==> src/hw/rtl/ast_pkg.sv <==
`timescale 1ns / 1ps
// ----------------------------------------------------------------------------
// Arpeggiated square tone generator package
// Shared widths, register indexes, command codes, reset values, the
// sequencer state type and the divider status struct.
// ----------------------------------------------------------------------------
package ast_pkg;

    localparam int NUM_TONES  = 3;
    localparam int TONE_SLOTS = 8;

    localparam int CLK_RATE_W = 24;
    localparam int TONE_W     = 16;
    localparam int SLICE_W    = 8;
    localparam int SAMPLE_W   = 16;
    localparam int WRAP_W     = 16;
    localparam int LEVEL_W    = 15;
    localparam int ACT_W      = 2;
    localparam int PTR_FULL_W = 3;

    localparam int CFG_ADDR_W = 2;
    localparam int CFG_DATA_W = 24;

    localparam logic [CFG_ADDR_W-1:0] CFG_CLOCK_RATE = 2'd0;
    localparam logic [CFG_ADDR_W-1:0] CFG_SLICE_MS   = 2'd1;
    localparam logic [CFG_ADDR_W-1:0] CFG_SAMPLE_MS  = 2'd2;

    localparam logic CMD_LOAD = 1'b0;
    localparam logic CMD_TICK = 1'b1;

    localparam logic [CLK_RATE_W-1:0] CLOCK_RATE_RST = 24'd1000000;
    localparam logic [SLICE_W-1:0]    SLICE_MS_RST   = 8'd20;
    localparam logic [SAMPLE_W-1:0]   SAMPLE_MS_RST  = 16'd250;

    localparam logic [SLICE_W-1:0]  SLICE_MAX   = '1;
    localparam logic [SAMPLE_W-1:0] ELAPSED_MAX = '1;
    localparam logic [WRAP_W-1:0]   WRAP_MAX    = '1;

    // One quotient bit per divider step, over the whole dividend.
    localparam int DIV_STEPS = CLK_RATE_W;
    localparam int DIV_CNT_W = $clog2(DIV_STEPS);

    typedef enum logic [1:0] {
        S_IDLE,
        S_SEL,
        S_DIV,
        S_EMIT
    } t_state;

    typedef struct packed {
        logic busy;
        logic done;
    } t_div_stat;

endpackage

==> src/hw/rtl/ast_in_if.sv <==
`timescale 1ns / 1ps
// ----------------------------------------------------------------------------
// Input channel interface
// Valid/ready channel that carries one command and three tone frequencies.
// ----------------------------------------------------------------------------
interface ast_in_if;
    logic                        valid;
    logic                        ready;
    logic                        cmd;
    logic [ast_pkg::TONE_W-1:0]  tone_a;
    logic [ast_pkg::TONE_W-1:0]  tone_b;
    logic [ast_pkg::TONE_W-1:0]  tone_c;

    modport source (output valid, cmd, tone_a, tone_b, tone_c, input ready);
    modport sink   (input valid, cmd, tone_a, tone_b, tone_c, output ready);
endinterface

==> src/hw/rtl/ast_out_if.sv <==
`timescale 1ns / 1ps
// ----------------------------------------------------------------------------
// Output channel interface
// Valid/ready channel that carries the PWM settings for the current tone.
// ----------------------------------------------------------------------------
interface ast_out_if;
    logic                         valid;
    logic                         ready;
    logic [ast_pkg::WRAP_W-1:0]   period_wrap;
    logic [ast_pkg::LEVEL_W-1:0]  compare_level;
    logic [ast_pkg::ACT_W-1:0]    active_tone;
    logic                         sample_done;

    modport source (output valid, period_wrap, compare_level, active_tone, sample_done,
                    input ready);
    modport sink   (input valid, period_wrap, compare_level, active_tone, sample_done,
                    output ready);
endinterface

==> src/hw/rtl/ast_div.sv <==
`timescale 1ns / 1ps
// ----------------------------------------------------------------------------
// Bit-serial restoring divider
// Divides the clock rate by a tone frequency, one quotient bit per cycle,
// and saturates the quotient to the wrap width.
// ----------------------------------------------------------------------------
module ast_div (
    input  logic                             i_clk,
    input  logic                             i_rst_n,
    input  logic                             i_start,
    input  logic [ast_pkg::CLK_RATE_W-1:0]   i_dividend,
    input  logic [ast_pkg::TONE_W-1:0]       i_divisor,
    output ast_pkg::t_div_stat               o_stat,
    output logic [ast_pkg::WRAP_W-1:0]       o_quotient
);

    logic                             r_busy;
    logic                             r_done;
    logic [ast_pkg::DIV_CNT_W-1:0]    r_cnt;
    logic [ast_pkg::TONE_W-1:0]       r_rem;
    logic [ast_pkg::CLK_RATE_W-1:0]   r_dvd;
    logic [ast_pkg::TONE_W-1:0]       r_dvs;
    logic [ast_pkg::WRAP_W-1:0]       r_quo;
    logic                             r_sat;

    logic [ast_pkg::TONE_W:0]         w_cand;
    logic [ast_pkg::TONE_W:0]         w_diff;
    logic                             w_ge;
    logic                             w_last;

    // The partial remainder stays below the divisor, so the trial value
    // with the next dividend bit appended needs just one extra bit.
    always_comb begin
        w_cand = {r_rem, r_dvd[ast_pkg::CLK_RATE_W-1]};
        w_ge   = (w_cand >= {1'b0, r_dvs});
        w_diff = w_cand - {1'b0, r_dvs};
        w_last = (r_cnt == ast_pkg::DIV_CNT_W'(ast_pkg::DIV_STEPS - 1));
    end

    always_ff @(posedge i_clk) begin
        if (!i_rst_n) begin
            r_busy <= 1'b0;
            r_done <= 1'b0;
            r_cnt  <= '0;
        end else if (i_start) begin
            r_busy <= 1'b1;
            r_done <= 1'b0;
            r_cnt  <= '0;
        end else if (r_busy) begin
            r_cnt  <= r_cnt + 1'b1;
            r_busy <= !w_last;
            r_done <= w_last;
        end else begin
            r_done <= 1'b0;
        end
    end

    always_ff @(posedge i_clk) begin
        if (i_start) begin
            r_rem <= '0;
            r_dvd <= i_dividend;
            r_dvs <= i_divisor;
            r_quo <= '0;
            r_sat <= 1'b0;
        end else if (r_busy) begin
            r_rem <= w_ge ? w_diff[ast_pkg::TONE_W-1:0] : w_cand[ast_pkg::TONE_W-1:0];
            r_dvd <= {r_dvd[ast_pkg::CLK_RATE_W-2:0], 1'b0};
            r_quo <= {r_quo[ast_pkg::WRAP_W-2:0], w_ge};
            // A one shifted past the top of the quotient means saturation.
            r_sat <= r_sat | r_quo[ast_pkg::WRAP_W-1];
        end
    end

    assign o_stat.busy = r_busy;
    assign o_stat.done = r_done;
    assign o_quotient  = r_sat ? ast_pkg::WRAP_MAX : r_quo;

endmodule

==> src/hw/rtl/ast_pick.sv <==
`timescale 1ns / 1ps
// ----------------------------------------------------------------------------
// Tone picker
// Finds the first nonzero tone at or after a start index, wrapping around.
// ----------------------------------------------------------------------------
module ast_pick #(
    parameter int NUM_TONES = ast_pkg::NUM_TONES,
    parameter int PTR_W     = 2
) (
    input  logic [NUM_TONES-1:0] i_nz,
    input  logic [PTR_W-1:0]     i_start,
    output logic [PTR_W-1:0]     o_idx
);

    // Walk the candidates from the farthest to the nearest, so the nearest
    // nonzero entry wins.
    always_comb begin
        logic [PTR_W:0] v_sum;
        o_idx = i_start;
        for (int k = NUM_TONES - 1; k >= 0; k--) begin
            v_sum = {1'b0, i_start} + (PTR_W+1)'(k);
            if (v_sum >= (PTR_W+1)'(NUM_TONES)) begin
                v_sum = v_sum - (PTR_W+1)'(NUM_TONES);
            end
            if (i_nz[v_sum[PTR_W-1:0]]) begin
                o_idx = v_sum[PTR_W-1:0];
            end
        end
    end

endmodule

==> src/hw/rtl/arpeggiated_square_tone_generator_top.sv <==
`timescale 1ns / 1ps
// ----------------------------------------------------------------------------
// Arpeggiated square tone generator
// Steps an arpeggio through the nonzero tones of a sample and gives the PWM
// wrap and compare level for the tone that is sounding.
// ----------------------------------------------------------------------------
// Usage:
// Each input transaction is either a sample load (cmd 0, three tone
// frequencies) or a one-millisecond tick (cmd 1). Every input transaction
// produces exactly one output transaction with the period wrap, compare
// level, index of the sounding tone and the sample-done flag.
// The block works on one item at a time. A tick that does not change the
// tone goes from IDLE to EMIT and reaches the output register from EMIT,
// and the next transaction is taken once the sequencer is back in IDLE. A
// load of a non-silent sample, or a tick that moves to the next tone, also
// runs the bit-serial divider (one quotient bit per cycle) through SEL and
// DIV before EMIT; the block takes no new transaction until it is back in
// IDLE, so that divider sets the item rate.
// The result sits in an output register, so the next input transaction is
// taken while the previous result still waits. When the receiver stalls, a
// finished result waits in the sequencer until the output register drains.
// Configuration writes are taken in any cycle and must only be issued while
// the block is idle. Reset (synchronous, active low) restores the register
// defaults, clears the tones, and reports silence with the sample done.
// ----------------------------------------------------------------------------
module arpeggiated_square_tone_generator_top #(
    parameter int NUM_TONES = ast_pkg::NUM_TONES
) (
    input  logic                             i_clk,
    input  logic                             i_rst_n,
    input  logic                             i_cfg_we,
    input  logic [ast_pkg::CFG_ADDR_W-1:0]   i_cfg_idx,
    input  logic [ast_pkg::CFG_DATA_W-1:0]   i_cfg_data,
    ast_in_if.sink                           i_in_ch,
    ast_out_if.source                        o_out_ch
);

    localparam int PTR_W = (NUM_TONES > 1) ? $clog2(NUM_TONES) : 1;

    // Configuration registers.
    logic [ast_pkg::CLK_RATE_W-1:0] r_clock_rate;
    logic [ast_pkg::SLICE_W-1:0]    r_slice_ms;
    logic [ast_pkg::SAMPLE_W-1:0]   r_sample_ms;

    // Arpeggio state.
    logic [ast_pkg::TONE_W-1:0]     r_tone [NUM_TONES];
    logic [NUM_TONES-1:0]           r_nz;
    logic                           r_silent;
    logic [PTR_W-1:0]               r_ptr;
    logic [PTR_W-1:0]               r_start;
    logic [ast_pkg::SLICE_W-1:0]    r_slice;
    logic [ast_pkg::SAMPLE_W-1:0]   r_elapsed;
    logic [ast_pkg::WRAP_W-1:0]     r_wrap;
    logic                           r_done;

    ast_pkg::t_state                r_state;
    ast_pkg::t_state                n_state;

    // Output register.
    logic                           r_out_valid;
    logic [ast_pkg::WRAP_W-1:0]     r_out_wrap;
    logic [ast_pkg::LEVEL_W-1:0]    r_out_level;
    logic [ast_pkg::ACT_W-1:0]      r_out_act;
    logic                           r_out_done;

    logic                           w_accept;
    logic                           w_in_ready;
    logic                           w_div_start;
    logic                           w_out_load;
    logic [ast_pkg::TONE_W-1:0]     w_ld [NUM_TONES];
    logic [NUM_TONES-1:0]           w_ld_nz;
    logic [ast_pkg::SLICE_W-1:0]    n_slice;
    logic [ast_pkg::SAMPLE_W-1:0]   n_elapsed;
    logic                           w_slice_end;
    logic                           w_time_up;
    logic [PTR_W-1:0]               w_ptr_next;
    logic [PTR_W-1:0]               w_pick_idx;
    ast_pkg::t_div_stat             w_div_stat;
    logic [ast_pkg::WRAP_W-1:0]     w_div_quo;
    logic [ast_pkg::PTR_FULL_W-1:0] w_ptr_full;

    // ------------------------------------------------------------------
    // Configuration port. Writes to an unused index are ignored.
    // ------------------------------------------------------------------
    always_ff @(posedge i_clk) begin
        if (!i_rst_n) begin
            r_clock_rate <= ast_pkg::CLOCK_RATE_RST;
            r_slice_ms   <= ast_pkg::SLICE_MS_RST;
            r_sample_ms  <= ast_pkg::SAMPLE_MS_RST;
        end else if (i_cfg_we) begin
            unique case (i_cfg_idx)
                ast_pkg::CFG_CLOCK_RATE: r_clock_rate <= i_cfg_data;
                ast_pkg::CFG_SLICE_MS:   r_slice_ms   <= i_cfg_data[ast_pkg::SLICE_W-1:0];
                ast_pkg::CFG_SAMPLE_MS:  r_sample_ms  <= i_cfg_data[ast_pkg::SAMPLE_W-1:0];
                default: ;
            endcase
        end
    end

    // ------------------------------------------------------------------
    // Incoming sample: tones beyond the three input fields load as zero.
    // ------------------------------------------------------------------
    always_comb begin
        for (int i = 0; i < NUM_TONES; i++) begin
            if (i == 0) begin
                w_ld[i] = i_in_ch.tone_a;
            end else if (i == 1) begin
                w_ld[i] = i_in_ch.tone_b;
            end else if (i == 2) begin
                w_ld[i] = i_in_ch.tone_c;
            end else begin
                w_ld[i] = '0;
            end
            w_ld_nz[i] = (w_ld[i] != '0);
        end
    end

    // Tick bookkeeping: both counters saturate.
    always_comb begin
        n_elapsed   = (r_elapsed == ast_pkg::ELAPSED_MAX) ? r_elapsed : r_elapsed + 1'b1;
        n_slice     = (r_slice == ast_pkg::SLICE_MAX) ? r_slice : r_slice + 1'b1;
        w_time_up   = (n_elapsed >= r_sample_ms);
        w_slice_end = (n_slice >= r_slice_ms);
        w_ptr_next  = (r_ptr == PTR_W'(NUM_TONES - 1)) ? '0 : r_ptr + 1'b1;
    end

    ast_pick #(
        .NUM_TONES (NUM_TONES),
        .PTR_W     (PTR_W)
    ) u_pick (
        .i_nz    (r_nz),
        .i_start (r_start),
        .o_idx   (w_pick_idx)
    );

    ast_div u_div (
        .i_clk      (i_clk),
        .i_rst_n    (i_rst_n),
        .i_start    (w_div_start),
        .i_dividend (r_clock_rate),
        .i_divisor  (r_tone[w_pick_idx]),
        .o_stat     (w_div_stat),
        .o_quotient (w_div_quo)
    );

    // ------------------------------------------------------------------
    // Sequencer. IDLE takes a transaction and updates the counters; SEL
    // picks the next sounding tone and launches the divider; DIV waits for
    // the wrap; EMIT hands the result to the output register.
    // ------------------------------------------------------------------
    always_comb begin
        n_state = r_state;
        unique case (r_state)
            ast_pkg::S_IDLE: begin
                if (w_accept) begin
                    if (i_in_ch.cmd == ast_pkg::CMD_LOAD) begin
                        n_state = (w_ld_nz != '0) ? ast_pkg::S_SEL : ast_pkg::S_EMIT;
                    end else if (!r_done && !r_silent && w_slice_end && !w_time_up) begin
                        n_state = ast_pkg::S_SEL;
                    end else begin
                        n_state = ast_pkg::S_EMIT;
                    end
                end
            end
            ast_pkg::S_SEL:  n_state = ast_pkg::S_DIV;
            ast_pkg::S_DIV: begin
                if (w_div_stat.done) begin
                    n_state = ast_pkg::S_EMIT;
                end
            end
            ast_pkg::S_EMIT: begin
                if (w_out_load) begin
                    n_state = ast_pkg::S_IDLE;
                end
            end
            default: n_state = ast_pkg::S_IDLE;
        endcase
    end

    always_comb begin
        w_in_ready  = (r_state == ast_pkg::S_IDLE);
        w_div_start = (r_state == ast_pkg::S_SEL);
        w_out_load  = (r_state == ast_pkg::S_EMIT) && (!r_out_valid || o_out_ch.ready);
    end

    assign w_accept = i_in_ch.valid && w_in_ready;

    always_ff @(posedge i_clk) begin
        if (!i_rst_n) begin
            r_state <= ast_pkg::S_IDLE;
        end else begin
            r_state <= n_state;
        end
    end

    // Arpeggio state updates.
    always_ff @(posedge i_clk) begin
        if (!i_rst_n) begin
            for (int i = 0; i < NUM_TONES; i++) begin
                r_tone[i] <= '0;
            end
            r_nz      <= '0;
            r_silent  <= 1'b1;
            r_ptr     <= '0;
            r_start   <= '0;
            r_slice   <= '0;
            r_elapsed <= '0;
            r_wrap    <= '0;
            r_done    <= 1'b1;
        end else begin
            if (w_accept) begin
                if (i_in_ch.cmd == ast_pkg::CMD_LOAD) begin
                    for (int i = 0; i < NUM_TONES; i++) begin
                        r_tone[i] <= w_ld[i];
                    end
                    r_nz      <= w_ld_nz;
                    r_silent  <= (w_ld_nz == '0);
                    r_slice   <= '0;
                    r_elapsed <= '0;
                    r_done    <= 1'b0;
                    r_start   <= '0;
                    if (w_ld_nz == '0) begin
                        r_ptr <= '0;
                    end
                end else if (!r_done) begin
                    r_elapsed <= n_elapsed;
                    if (r_silent) begin
                        r_slice <= n_slice;
                        if (w_time_up) begin
                            r_done <= 1'b1;
                        end
                    end else if (w_slice_end) begin
                        r_slice <= '0;
                        if (w_time_up) begin
                            r_done <= 1'b1;
                        end else begin
                            r_start <= w_ptr_next;
                        end
                    end else begin
                        r_slice <= n_slice;
                    end
                end
            end
            if (w_div_start) begin
                r_ptr <= w_pick_idx;
            end
            if ((r_state == ast_pkg::S_DIV) && w_div_stat.done) begin
                r_wrap <= w_div_quo;
            end
        end
    end

    // ------------------------------------------------------------------
    // Output register.
    // ------------------------------------------------------------------
    assign w_ptr_full = ast_pkg::PTR_FULL_W'(r_ptr);

    always_ff @(posedge i_clk) begin
        if (!i_rst_n) begin
            r_out_valid <= 1'b0;
        end else if (w_out_load) begin
            r_out_valid <= 1'b1;
        end else if (o_out_ch.ready) begin
            r_out_valid <= 1'b0;
        end
    end

    always_ff @(posedge i_clk) begin
        if (w_out_load) begin
            r_out_wrap  <= r_wrap;
            r_out_level <= r_silent ? '0 : r_wrap[ast_pkg::WRAP_W-1:1];
            r_out_act   <= w_ptr_full[ast_pkg::ACT_W-1:0];
            r_out_done  <= r_done;
        end
    end

    assign i_in_ch.ready          = w_in_ready;
    assign o_out_ch.valid         = r_out_valid;
    assign o_out_ch.period_wrap   = r_out_wrap;
    assign o_out_ch.compare_level = r_out_level;
    assign o_out_ch.active_tone   = r_out_act;
    assign o_out_ch.sample_done   = r_out_done;

    // ------------------------------------------------------------------
    // Assertions.
    // ------------------------------------------------------------------
    // The divider only runs while the sequencer waits for it.
    a_div_owned: assert property (@(posedge i_clk) disable iff (!i_rst_n)
        w_div_stat.busy |-> (r_state == ast_pkg::S_DIV))
        else $error("divider busy outside the divide state");

    // A shown compare level is either silence or half the shown wrap.
    a_level_half: assert property (@(posedge i_clk) disable iff (!i_rst_n)
        r_out_valid |-> ((r_out_level == '0)
                         || (r_out_level == r_out_wrap[ast_pkg::WRAP_W-1:1])))
        else $error("compare level is not half the wrap");

    // A tick after the sample has ended goes straight to the result.
    a_done_tick: assert property (@(posedge i_clk) disable iff (!i_rst_n)
        (w_accept && (i_in_ch.cmd == ast_pkg::CMD_TICK) && r_done)
        |=> (r_state == ast_pkg::S_EMIT))
        else $error("tick after sample end did not go to emit");

    // The tone pointer never leaves the tone store.
    a_ptr_range: assert property (@(posedge i_clk) disable iff (!i_rst_n)
        32'(r_ptr) < NUM_TONES)
        else $error("tone pointer out of range");

endmodule
==> src/flat_wrapper.sv <==
// flat-port wrapper written by rule: the top's interface ports become plain ports
module arpeggiated_square_tone_generator_top_flat 
#(
    parameter int NUM_TONES = ast_pkg::NUM_TONES
)
  (i_clk, i_rst_n, i_cfg_we, i_cfg_idx, i_cfg_data, i_in_ch_valid, i_in_ch_cmd, i_in_ch_tone_a, i_in_ch_tone_b, i_in_ch_tone_c, i_in_ch_ready, o_out_ch_valid, o_out_ch_period_wrap, o_out_ch_compare_level, o_out_ch_active_tone, o_out_ch_sample_done, o_out_ch_ready);
  ast_in_if i_in_ch_i ();
  ast_out_if o_out_ch_i ();
  input  logic i_clk;
  input  logic i_rst_n;
  input  logic i_cfg_we;
  input  logic [ast_pkg::CFG_ADDR_W-1:0] i_cfg_idx;
  input  logic [ast_pkg::CFG_DATA_W-1:0] i_cfg_data;
  input wire logic [$bits(i_in_ch_i.valid)-1:0] i_in_ch_valid;
  input wire logic [$bits(i_in_ch_i.cmd)-1:0] i_in_ch_cmd;
  input wire logic [$bits(i_in_ch_i.tone_a)-1:0] i_in_ch_tone_a;
  input wire logic [$bits(i_in_ch_i.tone_b)-1:0] i_in_ch_tone_b;
  input wire logic [$bits(i_in_ch_i.tone_c)-1:0] i_in_ch_tone_c;
  output wire logic [$bits(i_in_ch_i.ready)-1:0] i_in_ch_ready;
  output wire logic [$bits(o_out_ch_i.valid)-1:0] o_out_ch_valid;
  output wire logic [$bits(o_out_ch_i.period_wrap)-1:0] o_out_ch_period_wrap;
  output wire logic [$bits(o_out_ch_i.compare_level)-1:0] o_out_ch_compare_level;
  output wire logic [$bits(o_out_ch_i.active_tone)-1:0] o_out_ch_active_tone;
  output wire logic [$bits(o_out_ch_i.sample_done)-1:0] o_out_ch_sample_done;
  input wire logic [$bits(o_out_ch_i.ready)-1:0] o_out_ch_ready;
  assign i_in_ch_i.valid = i_in_ch_valid;
  assign i_in_ch_i.cmd = i_in_ch_cmd;
  assign i_in_ch_i.tone_a = i_in_ch_tone_a;
  assign i_in_ch_i.tone_b = i_in_ch_tone_b;
  assign i_in_ch_i.tone_c = i_in_ch_tone_c;
  assign i_in_ch_ready = i_in_ch_i.ready;
  assign o_out_ch_valid = o_out_ch_i.valid;
  assign o_out_ch_period_wrap = o_out_ch_i.period_wrap;
  assign o_out_ch_compare_level = o_out_ch_i.compare_level;
  assign o_out_ch_active_tone = o_out_ch_i.active_tone;
  assign o_out_ch_sample_done = o_out_ch_i.sample_done;
  assign o_out_ch_i.ready = o_out_ch_ready;
  arpeggiated_square_tone_generator_top #(.NUM_TONES(NUM_TONES)) u_core (.i_clk(i_clk), .i_rst_n(i_rst_n), .i_cfg_we(i_cfg_we), .i_cfg_idx(i_cfg_idx), .i_cfg_data(i_cfg_data), .i_in_ch(i_in_ch_i), .o_out_ch(o_out_ch_i));
endmodule
==> config.mk <==
export PLATFORM = sky130hd
export DESIGN_NAME = arpeggiated_square_tone_generator_top_flat
export DESIGN_NICKNAME = d
export VERILOG_FILES = /design/src/hw/rtl/ast_pkg.sv /design/src/hw/rtl/ast_in_if.sv /design/src/hw/rtl/ast_out_if.sv /design/src/hw/rtl/ast_div.sv /design/src/hw/rtl/ast_pick.sv /design/src/hw/rtl/arpeggiated_square_tone_generator_top.sv /design/src/flat_wrapper.sv
export SDC_FILE = /design/constraint.sdc
export NUM_CORES = 1
export LEC_CHECK = 0
export BUFFER_PORTS_ARGS = -buffer_cell sky130_fd_sc_hd__buf_2
export CAP_MARGIN = 10
export CORE_MARGIN = 2
export CORE_UTILIZATION = 62
export CTS_BUF_LIST = sky130_fd_sc_hd__clkbuf_8
export DETAILED_ROUTE_END_ITERATION = 6
export GPL_TIMING_DRIVEN = 0
export HOLD_SLACK_MARGIN = 0.15
export PLACE_DENSITY = 0.83
export REMOVE_ABC_BUFFERS = 1
export SLEW_MARGIN = 25
export SYNTH_ARGS = -nofsm -noshare
export SYNTH_HDL_FRONTEND = slang
export SYNTH_HIERARCHICAL = 1
export SYNTH_SLANG_ARGS = --single-unit
==> constraint.sdc <==
create_clock -name i_clk -period 3.5 [get_ports i_clk]
set_input_delay 0.7 -clock i_clk [delete_from_list [all_inputs] [get_ports i_clk]]
set_output_delay 0.7 -clock i_clk [all_outputs]
set_load 0.01 [all_outputs]
Word-level counts from Yosys, hierarchy flattened
Memories as Yosys holds them, arrays and structs flattened. A register that Yosys moved wholly into a read port is not among the register bits.
Cells that the tools add are included.
{ "totals": {"ff_bits": 198, "mem_bits_rw": 48, "in_bits": 80, "word_cells": 159, "mem_count": 1} }
{ "classes": {"add_sub_neg": 10, "order_cmp": 9, "eq_ne": 17, "mux": 58, "bitwise_logic": 7, "n_reduce_logical": 33} }
{ "memory_table": {"columns": ["memory", "depth", "word_bits", "read_ports", "rd_ports_with_merged_regs", "wr", "line", "text"], "rows": [
  ["u_core.r_tone", 3, 16, 1, 1, 3, "arpeggiated_square_tone_generator_top.sv:46", "logic [ast_pkg::TONE_W-1:0] r_tone [NUM_TONES];"]
]} }
{ "ops": {"columns": ["operator", "n"], "rows": [
  ["$mux 16", 8],
  ["$mux 24", 2],
  ["$reduce_bool 16->1", 3],
  ["$mux 2", 22],
  ["$mux 8", 5],
  ["$ge 17x16->1", 1],
  ["$mux 1", 17],
  ["$add 16x1->16 const B", 1],
  ["$eq 16x16->1 const B", 1],
  ["$ge 16x16->1", 1],
  ["$sub 16x16->16", 1],
  ["$reduce_and 2->1", 5],
  ["$lt 2x3->1 const B", 3],
  ["$add 8x1->8 const B", 1],
  ["$eq 2x2->1 const B", 4],
  ["$eq 8x8->1 const B", 1],
  ["$ge 8x8->1", 1],
  ["$ne 2x1->1 const B", 4],
  ["$ne 2x2->1 const B", 4],
  ["$pmux 2 s4", 1],
  ["$reduce_bool 2->1", 4],
  ["$bmux 1 s2", 3],
  ["$ge 3x2->1 const B", 2],
  ["$logic_and 1x1->1", 6],
  ["19 further kinds", 33]
]} }

Depth between registers and ports, before layout
Gate-level depths: netlist of the first run.
{ "logic_depth": {"ltp_word": 9, "mapped_depth": 13} }

Modules after synthesis
Netlist of the first run, hierarchy kept.
{ "modules_own_cells": {"columns": ["mod", "n_inst", "cells_per_inst", "area_each_um2"], "rows": [
  ["arpeggiated_square_tone_generator_top", 1, 822, 8191.6],
  ["ast_div", 1, 367, 4045.1],
  ["ast_pick", 1, 34, 219.0]
]} }

Worst setup path before layout of the first run
Ideal clock, no wire load.
{ "synth_timing": {"kind": "input-to-reg", "from": "input port i_rst_n", "to": "memory u_core/r_tone[0][0] (netlist bit), enable pin", "t_arrival_ns": 2.308, "slack_ns": 0.608, "cell_stages": 4, "path_buffers": 3, "path_cell_list": "clkbuf_1 clkbuf_1 clkbuf_1 nand2_1"} }
{ "synth_lines": {"columns": ["element", "line", "text"], "rows": [
  ["start: declaration", "flat_wrapper.sv:10", "input logic i_rst_n;"],
  ["end: declaration", "arpeggiated_square_tone_generator_top.sv:46", null]
]} }

Worst setup path after layout of the first run
{ "layout_timing": {"from": "register u_core/r_elapsed[10] (netlist bit)", "to": "register u_core.r_state[1]"} }
{ "layout_via": {"elab_chain_len": 9, "word_cells_on_any_way": 10} }
{ "layout_lines": {"columns": ["element", "line", "text"], "rows": [
  ["start: declaration", "arpeggiated_square_tone_generator_top.sv:52", "logic [ast_pkg::SAMPLE_W-1:0] r_elapsed;"],
  ["start signal: assignment", "arpeggiated_square_tone_generator_top.sv:226", "r_elapsed <= n_elapsed;"],
  ["$add 16x1->16 / $eq 16x16->1 (equally long branches)", "arpeggiated_square_tone_generator_top.sv:120", "n_elapsed = (r_elapsed == ast_pkg::ELAPSED_MAX) ? r_elapsed : r_elapsed + 1'b1;"],
  ["$mux 16 (*)", "arpeggiated_square_tone_generator_top.sv:120", null],
  ["$ge 16x16->1 (*)", "arpeggiated_square_tone_generator_top.sv:122", "w_time_up = (n_elapsed >= r_sample_ms);"],
  ["$logic_not 1->1 (*)", "arpeggiated_square_tone_generator_top.sv:158", "end else if (!r_done && !r_silent && w_slice_end && !w_time_up) begin"],
  ["$logic_and 1x1->1 (*)", "arpeggiated_square_tone_generator_top.sv:158", null],
  ["$mux 2 (*)", "arpeggiated_square_tone_generator_top.sv:158", null],
  ["$mux 2 (*)", "arpeggiated_square_tone_generator_top.sv:156", "if (i_in_ch.cmd == ast_pkg::CMD_LOAD) begin"],
  ["$mux 2 (*)", "arpeggiated_square_tone_generator_top.sv:155", "if (w_accept) begin"],
  ["$pmux 2 s4 (*)", "arpeggiated_square_tone_generator_top.sv:153", "unique case (r_state)"],
  ["end signal: assignment", "arpeggiated_square_tone_generator_top.sv:190", "r_state <= ast_pkg::S_IDLE;"],
  ["end signal: assignment", "arpeggiated_square_tone_generator_top.sv:192", "r_state <= n_state;"],
  ["end: declaration", "arpeggiated_square_tone_generator_top.sv:56", "ast_pkg::t_state r_state;"]
]} }
Mark *: on every way between the ends. The rest lies on a longest branch, timed or not. The select of a mux whose other input is x is not followed.
A chain may end at the register's enable or synchronous reset.

==> impl_metrics.env, run 1 <==
export IMPL_hold_class="in2reg"
export IMPL_final_period_utilization_pct=94.6
export IMPL_place_hpwl_mm=17.7
export IMPL_grt_remaining_overflow=0
export IMPL_clk_insertion_delay_late_ns=0.53
export IMPL_die_height_microns=146
export IMPL_grt_first_pass_wirelength_mm=43.6
export IMPL_worst_setup_start_kind="flop"
export IMPL_port_buffers=115
export IMPL_cts_reportedPaths_clkPinSlew_ns=0.06
export IMPL_setup_worst_path_class="reg2reg"
export IMPL_grt_pass1_vias=9194
export IMPL_timing_critical_path_arrival_ns=3.77
export IMPL_grt_total_usage_pct=24.7
export IMPL_vias=9233
export IMPL_initial_utilization_pct=63.5
export IMPL_post_route_cells_drive_above_1_share_pct=19.4
export IMPL_layout_nets=1458
export IMPL_postCtsHoldBufs=0
export IMPL_cts_htree_levels=2
export IMPL_clock_tree_skew_after_final_layout_ns=0.0181
export IMPL_core_sq_um=19600
export IMPL_place_gp_congestion=0.878
export IMPL_maxCapViolCount=0
export IMPL_top_usage_layer="met2"
export IMPL_setup_viol=0
export IMPL_critPathCaptureType="flop"
export IMPL_number_of_antenna_cells_inserted=0
export IMPL_grt_max_degree=77
export IMPL_top_library_cells_by_usage_in_the_layout_fill_and_taps_aside="sky130_fd_sc_hd__nand2_1 (179), sky130_fd_sc_hd__dfxtp_1 (137), sky130_fd_sc_hd__edfxtp_1 (122), sky130_fd_sc_hd__buf_2 (114), sky130_fd_sc_hd__a21oi_1 (79)"
export IMPL_wirelength_mm=26.0
export IMPL_max_slew_margin_rel_pct=30.4
export IMPL_drc=0
export IMPL_routed_wire_length_per_instance_microns=16.0
export IMPL_tritoncts_num_buffers=42
export IMPL_cts_tree="done"
export IMPL_finalHoldViolations=0
export IMPL_critical_path_peak_fanout=6
export IMPL_global_route_usage_met3_pct=4.36
export IMPL_layout_area_overhead_vs_synth_pct=13.6
export IMPL_pin_count=116
export IMPL_synth_cell_area_sq_um=12400
export IMPL_synth_yosys_warnings=6
export IMPL_cts_root_buffer="sky130_fd_sc_hd__clkbuf_8"
export IMPL_drt_antenna_violating_nets=0
export IMPL_outcome="completed"
export IMPL_power_static_leakage_nw=5.82
export IMPL_clock_path_buffers=3
export IMPL_layout_cells_most_common="sky130_fd_sc_hd__nand2_1"
export IMPL_post_route_util_pct=72.2
export IMPL_die_area_sq_um=21200
export IMPL_period_minus_slack_ns=3.31
export IMPL_vdd_drop_max_mv=0.374
export IMPL_power_per_cell_area_nw_per_um2=614
export IMPL_met2_usage_pct=42.3
export IMPL_dieWidth_microns=146
export IMPL_timing_final_max_slew_violations=0
export IMPL_setup_total_negative_slack_ns=0
export IMPL_globalRouteMet1Util_pct=31.2
export IMPL_synth_avg_cell_area_sq_um=10.2
export IMPL_ratio_of_routed_vias_to_standard_cells=5.68
export IMPL_clkSinkCount=262
export IMPL_number_of_antenna_violations_at_the_first_check_in_global_routing=1
export IMPL_worst_slew_pin_slew_ns=1.04
export IMPL_drt_iter0_drc=493
export IMPL_finalWorstSetupSlack_ns=0.189
export IMPL_overall_power_of_the_completed_layout_mw=8.69
export IMPL_timing_fmax_mhz=302
export IMPL_core_rowCount=51
export IMPL_worst_ep_required_ns=3.96
export IMPL_gate_count_after_technology_mapping=1222
export IMPL_placement_setup_worst_slack_ns=0.0864
export IMPL_drt_first_pass_iters=5
-- critical path: stages (launching register included) --
cell and delay [ns]:
sky130_fd_sc_hd__dfxtp_1 0.44, sky130_fd_sc_hd__nand3_1 0.23, sky130_fd_sc_hd__nor2_1 0.40, sky130_fd_sc_hd__a31oi_2 0.26, sky130_fd_sc_hd__nand3_1 0.19, sky130_fd_sc_hd__xnor2_1 0.11
sky130_fd_sc_hd__ha_1 0.31, sky130_fd_sc_hd__nand4_1 0.13, sky130_fd_sc_hd__or4_1 0.54, sky130_fd_sc_hd__o211ai_2 0.30, sky130_fd_sc_hd__o32ai_1 0.15, sky130_fd_sc_hd__a31oi_1 0.17
-- stage by stage --
step	std cells	area, sq um	hold slack (ns)
after floorplan	1158	12200	0.408
after global placement	1538	13100	0.418
after detailed placement	1547	13300	0.429
after CTS	1624	14100	0.358
after global routing	1625	14100	0.377
final	1625	14100	0.390
-- final timing paths --
path | start | endpoint | slack, ns | cells after the start
setup / recovery | u_core/r_elapsed[10] | u_core/r_state[1] | 0.19 | 11
hold reg to reg | u_core/r_wrap[0] | u_core/o_out_ch.period_wrap[0] | 0.44 | 0
hold / removal | i_cfg_data[19] | u_core/r_clock_rate[19] | 0.39 | 3
setup reg to reg | u_core/r_elapsed[10] | u_core/r_state[1] | 0.19 | 11
-- sequential cells by signal, indices dropped and copies added (netlist names), 15 cells and up --
register                       cells
u_core/u_div/r_quo                16
u_core/r_wrap                     16
u_core/r_sample_ms                16
u_core/u_div/r_rem                16
u_core/o_out_ch.period_wrap       16
u_core/u_div/r_dvs                16
u_core/u_div/r_dvd                24
u_core/r_elapsed                  16
u_core/r_tone                     48
u_core/r_clock_rate               24
u_core/o_out_ch.compare_level     15
-- repair_timing --
item | 4_1_cts | 5_1_grt
gates resized for setup | 0 | 8
setup buffers | 0 | 1
endpoints found under the setup margin | 0 | 6
endpoints found under the hold margin | 0 | 0
-- layer usage --
layer,up-vias,part of all wire (%)
met2,288,48
met4,2,2.5
li1,4582,-
met5,-,0.050
met3,53,5.8
met1,4308,43
-- layout make-up --
cell class	instances	area [sq um]
well taps	265	332
flip-flops and latches	262	6470
clock buffers	52	716
fillers	1398	5450
repair buffers	125	734
multi-input cells	841	5580
inverters	55	206
clock inverters	25	101
-- where the power goes --
part	switching, mW	internal, mW
Combinational	1.27	0.898
Clock	1.14	1.34
Sequential	0.253	3.79
Total	2.66	6.03
Note: power is estimated with default switching activity, not from simulation.
==> run 2: changes to the inputs <==
Settings changed: PLACE_DENSITY 0.83 to not set, PLACE_DENSITY_LB_ADDON set to 0.05.
==> run 2 against run 1 <==
- clock skew is 0.0038 ns higher
- combinational power is 2% higher
- global-route usage is 0.22 points lower
- register-to-register slack hardly changed
- flip-flop and latch count stayed put
- core utilization hardly changed
- maximum frequency is 0.34% higher
- clock power hardly changed
- sequential power hardly changed
- critical path type unchanged
- largest cell class unchanged
==> impl_metrics.env, run 2 (same netlist as run 1, synthesis figures left out) <==
export IMPL_grt_total_usage_pct=24.5
export IMPL_grt_max_degree=77
export IMPL_max_flop_register="u_core/r_tone"
export IMPL_path_length_in_cells_of_the_critical_path=11
export IMPL_die_area_sq_um=21200
export IMPL_grt_pass1_vias=8836
export IMPL_unrepaired_setup_endpoints_after_global_routing="no"
export IMPL_drt_iter0_drc=565
export IMPL_worstHoldPathCells=3
export IMPL_tritoncts_num_buffers=44
export IMPL_number_of_antenna_violations_at_the_first_check_in_global_routing=1
export IMPL_wirelength_mm=25.8
export IMPL_final_area_sq_um=14100
export IMPL_grt_remaining_overflow=0
export IMPL_clock_path_buffers=3
export IMPL_drt_first_pass_iters=5
export IMPL_cts_tree="done"
export IMPL_largestRegisters="u_core/r_tone: 48 flops, u_core/r_clock_rate: 24 flops, u_core/u_div/r_dvd: 24 flops"
export IMPL_vdd_drop_max_mv=0.386
export IMPL_cts_root_buffer="sky130_fd_sc_hd__clkbuf_8"
export IMPL_layout_nets=1462
export IMPL_cts_htree_levels=2
export IMPL_drc=0
export IMPL_die_height_microns=146
export IMPL_r2r_start="u_core/r_elapsed[7]"
export IMPL_reg2regPathDepth=11
export IMPL_hold_class="in2reg"
export IMPL_timing_fmax_mhz=303
export IMPL_vias=9154
export IMPL_place_hpwl_mm=17.7
export IMPL_slowest_delay_ns=0.53
export IMPL_drt_antenna_violating_nets=0
export IMPL_largest_reg_flops=48
export IMPL_setup_viol=0
export IMPL_critPathBufInv=0
export IMPL_ratio_of_routed_vias_to_standard_cells=5.61
export IMPL_layout_area_overhead_vs_synth_pct=13.7
export IMPL_period_minus_slack_ns=3.30
export IMPL_postPlaceCellArea_sq_um=13300
export IMPL_dieWidth_microns=146
export IMPL_timing_final_max_slew_violations=0
export IMPL_postCtsHoldBufs=0
export IMPL_pin_count=116
export IMPL_port_buffers=115
export IMPL_clk_insertion_delay_late_ns=0.55
export IMPL_initial_utilization_pct=63.5
export IMPL_place_gp_congestion=0.903
export IMPL_worst_ep_required_ns=3.98
export IMPL_overall_power_of_the_completed_layout_mw=8.70
export IMPL_destination_of_the_worst_register_to_register_timing_path="u_core/r_state[1]"
export IMPL_cp_top_family="simple AND/OR/NAND/NOR gates"
export IMPL_layout_cells_most_common="sky130_fd_sc_hd__nand2_1"
export IMPL_power_static_leakage_nw=5.81
export IMPL_worstPathCellList="nand4_1, nor4_4, a41oi_4, nand3_1, xnor2_1, ha_1, nand4_1, or4_1, o211ai_2, o32ai_1, a31oi_1"
export IMPL_instances_no_fill=1632
export IMPL_setup_worst_path_class="reg2reg"
export IMPL_outcome="completed"
export IMPL_critical_path_most_common_cell="sky130_fd_sc_hd__nand4_1"
export IMPL_timing_critical_path_to="u_core/r_state[1]"
export IMPL_core_sq_um=19600
export IMPL_worst_slew_pin_slew_ns=1.01
export IMPL_number_of_antenna_cells_inserted=0
export IMPL_critPathCaptureType="flop"
export IMPL_timing_critical_path_arrival_ns=3.78
export IMPL_cts_reportedPaths_clkPinSlew_ns=0.06
export IMPL_worst_setup_start_kind="flop"
export IMPL_max_slew_margin_rel_pct=32.4
export IMPL_slowest_stage="sky130_fd_sc_hd__dfxtp_1"
export IMPL_r2r_slack_ns=0.20
export IMPL_crit_start="u_core/r_elapsed[7]"
export IMPL_final_period_utilization_pct=94.3
export IMPL_post_route_cells_drive_above_1_share_pct=19.5
export IMPL_finalHoldViolations=0
export IMPL_core_rowCount=51
export IMPL_top_library_cells_by_usage_in_the_layout_fill_and_taps_aside="sky130_fd_sc_hd__nand2_1 (179), sky130_fd_sc_hd__dfxtp_1 (138), sky130_fd_sc_hd__edfxtp_1 (122), sky130_fd_sc_hd__buf_2 (114), sky130_fd_sc_hd__a21oi_1 (79)"
export IMPL_clkSinkCount=262
export IMPL_grt_first_pass_wirelength_mm=43.0
export IMPL_placed_cells=1547
export IMPL_power_per_cell_area_nw_per_um2=615
export IMPL_critical_path_peak_fanout=10
export IMPL_maxCapViolCount=0
export IMPL_clock_tree_skew_after_final_layout_ns=0.0220
export IMPL_routed_wire_length_per_instance_microns=15.8
## run 2: cell count changes in the layout (fill, tap and decap cells not counted), moves of 2 or more
cell                       previous run  this run
sky130_fd_sc_hd__clkinv_2             3         8
sky130_fd_sc_hd__clkbuf_8            52        48
sky130_fd_sc_hd__inv_8                0         2
sky130_fd_sc_hd__o21ai_1              7         9
sky130_fd_sc_hd__buf_4                5         7
sky130_fd_sc_hd__o21ai_0             51        49
sky130_fd_sc_hd__clkinv_1             3         5
## run 2: worst min-delay path by stage
stage	endpoint	from
2_1_floorplan	u_core/o_out_ch.period_wrap[0]	u_core/r_wrap[0]
3_3_place_gp	u_core/o_out_ch.period_wrap[0]	u_core/r_wrap[0]
3_5_place_dp	u_core/o_out_ch.period_wrap[0]	u_core/r_wrap[0]
4_1_cts	u_core/r_clock_rate[17]	i_cfg_data[17]
5_1_grt	u_core/r_clock_rate[19]	i_cfg_data[19]
6_report	u_core/r_clock_rate[16]	i_cfg_data[16]
## run 2: layout make-up
| cell class | instances | area, sq um |
|---|---|---|
| Clock buffer | 48 | 661 |
| Clock inverter | 34 | 153 |
| Fill cell | 1489 | 5440 |
| Inverter | 55 | 209 |
| Multi-Input combinational cell | 841 | 5570 |
| Sequential cell | 262 | 6470 |
| Tap cell | 265 | 332 |
| Timing Repair Buffer | 127 | 757 |
## run 2: worst reg2reg max path: cells and delay by family, from the launching register on
family          cells  cell delay (ns)
compound gates      4             0.88
xor+xnor            1             0.09
fa+ha+maj           1             0.30
flops               1             0.53
simple gates        5             1.44
## run 2: power by group
part	internal, mW	switching [mW]
registers	3.79	0.229
logic	0.918	1.29
clock network	1.28	1.20
## run 2: routing by layer
| layer | track usage [%] | share of wire (%) | vias to the layer above |
|---|---|---|---|
| met5 | 0 | 0.054 | - |
| met4 | 7.40 | 1.9 | 2 |
| met3 | 4.04 | 5.4 | 48 |
| met2 | 42.5 | 50 | 232 |
| met1 | 31.5 | 43 | 4280 |
| li1 | - | - | 4592 |
## run 2: through the flow
step,setup TNS (ns),utilization [%],hold slack (ns),worst slack (ns)
2_1_floorplan,0,-,0.408,0.110
4_1_cts,0,72.0,0.331,0.112
6_report,0,72.2,0.357,0.201
3_3_place_gp,-86.01,66.7,0.417,-2.33
3_5_place_dp,0,67.9,0.423,0.143
5_1_grt,0,72.2,0.356,0.0130
## run 2: timing repair
action                                  in CTS  in global routing
gates resized for setup                      0                  6
setup buffers                                0                  3
endpoints found under the setup margin       0                  7
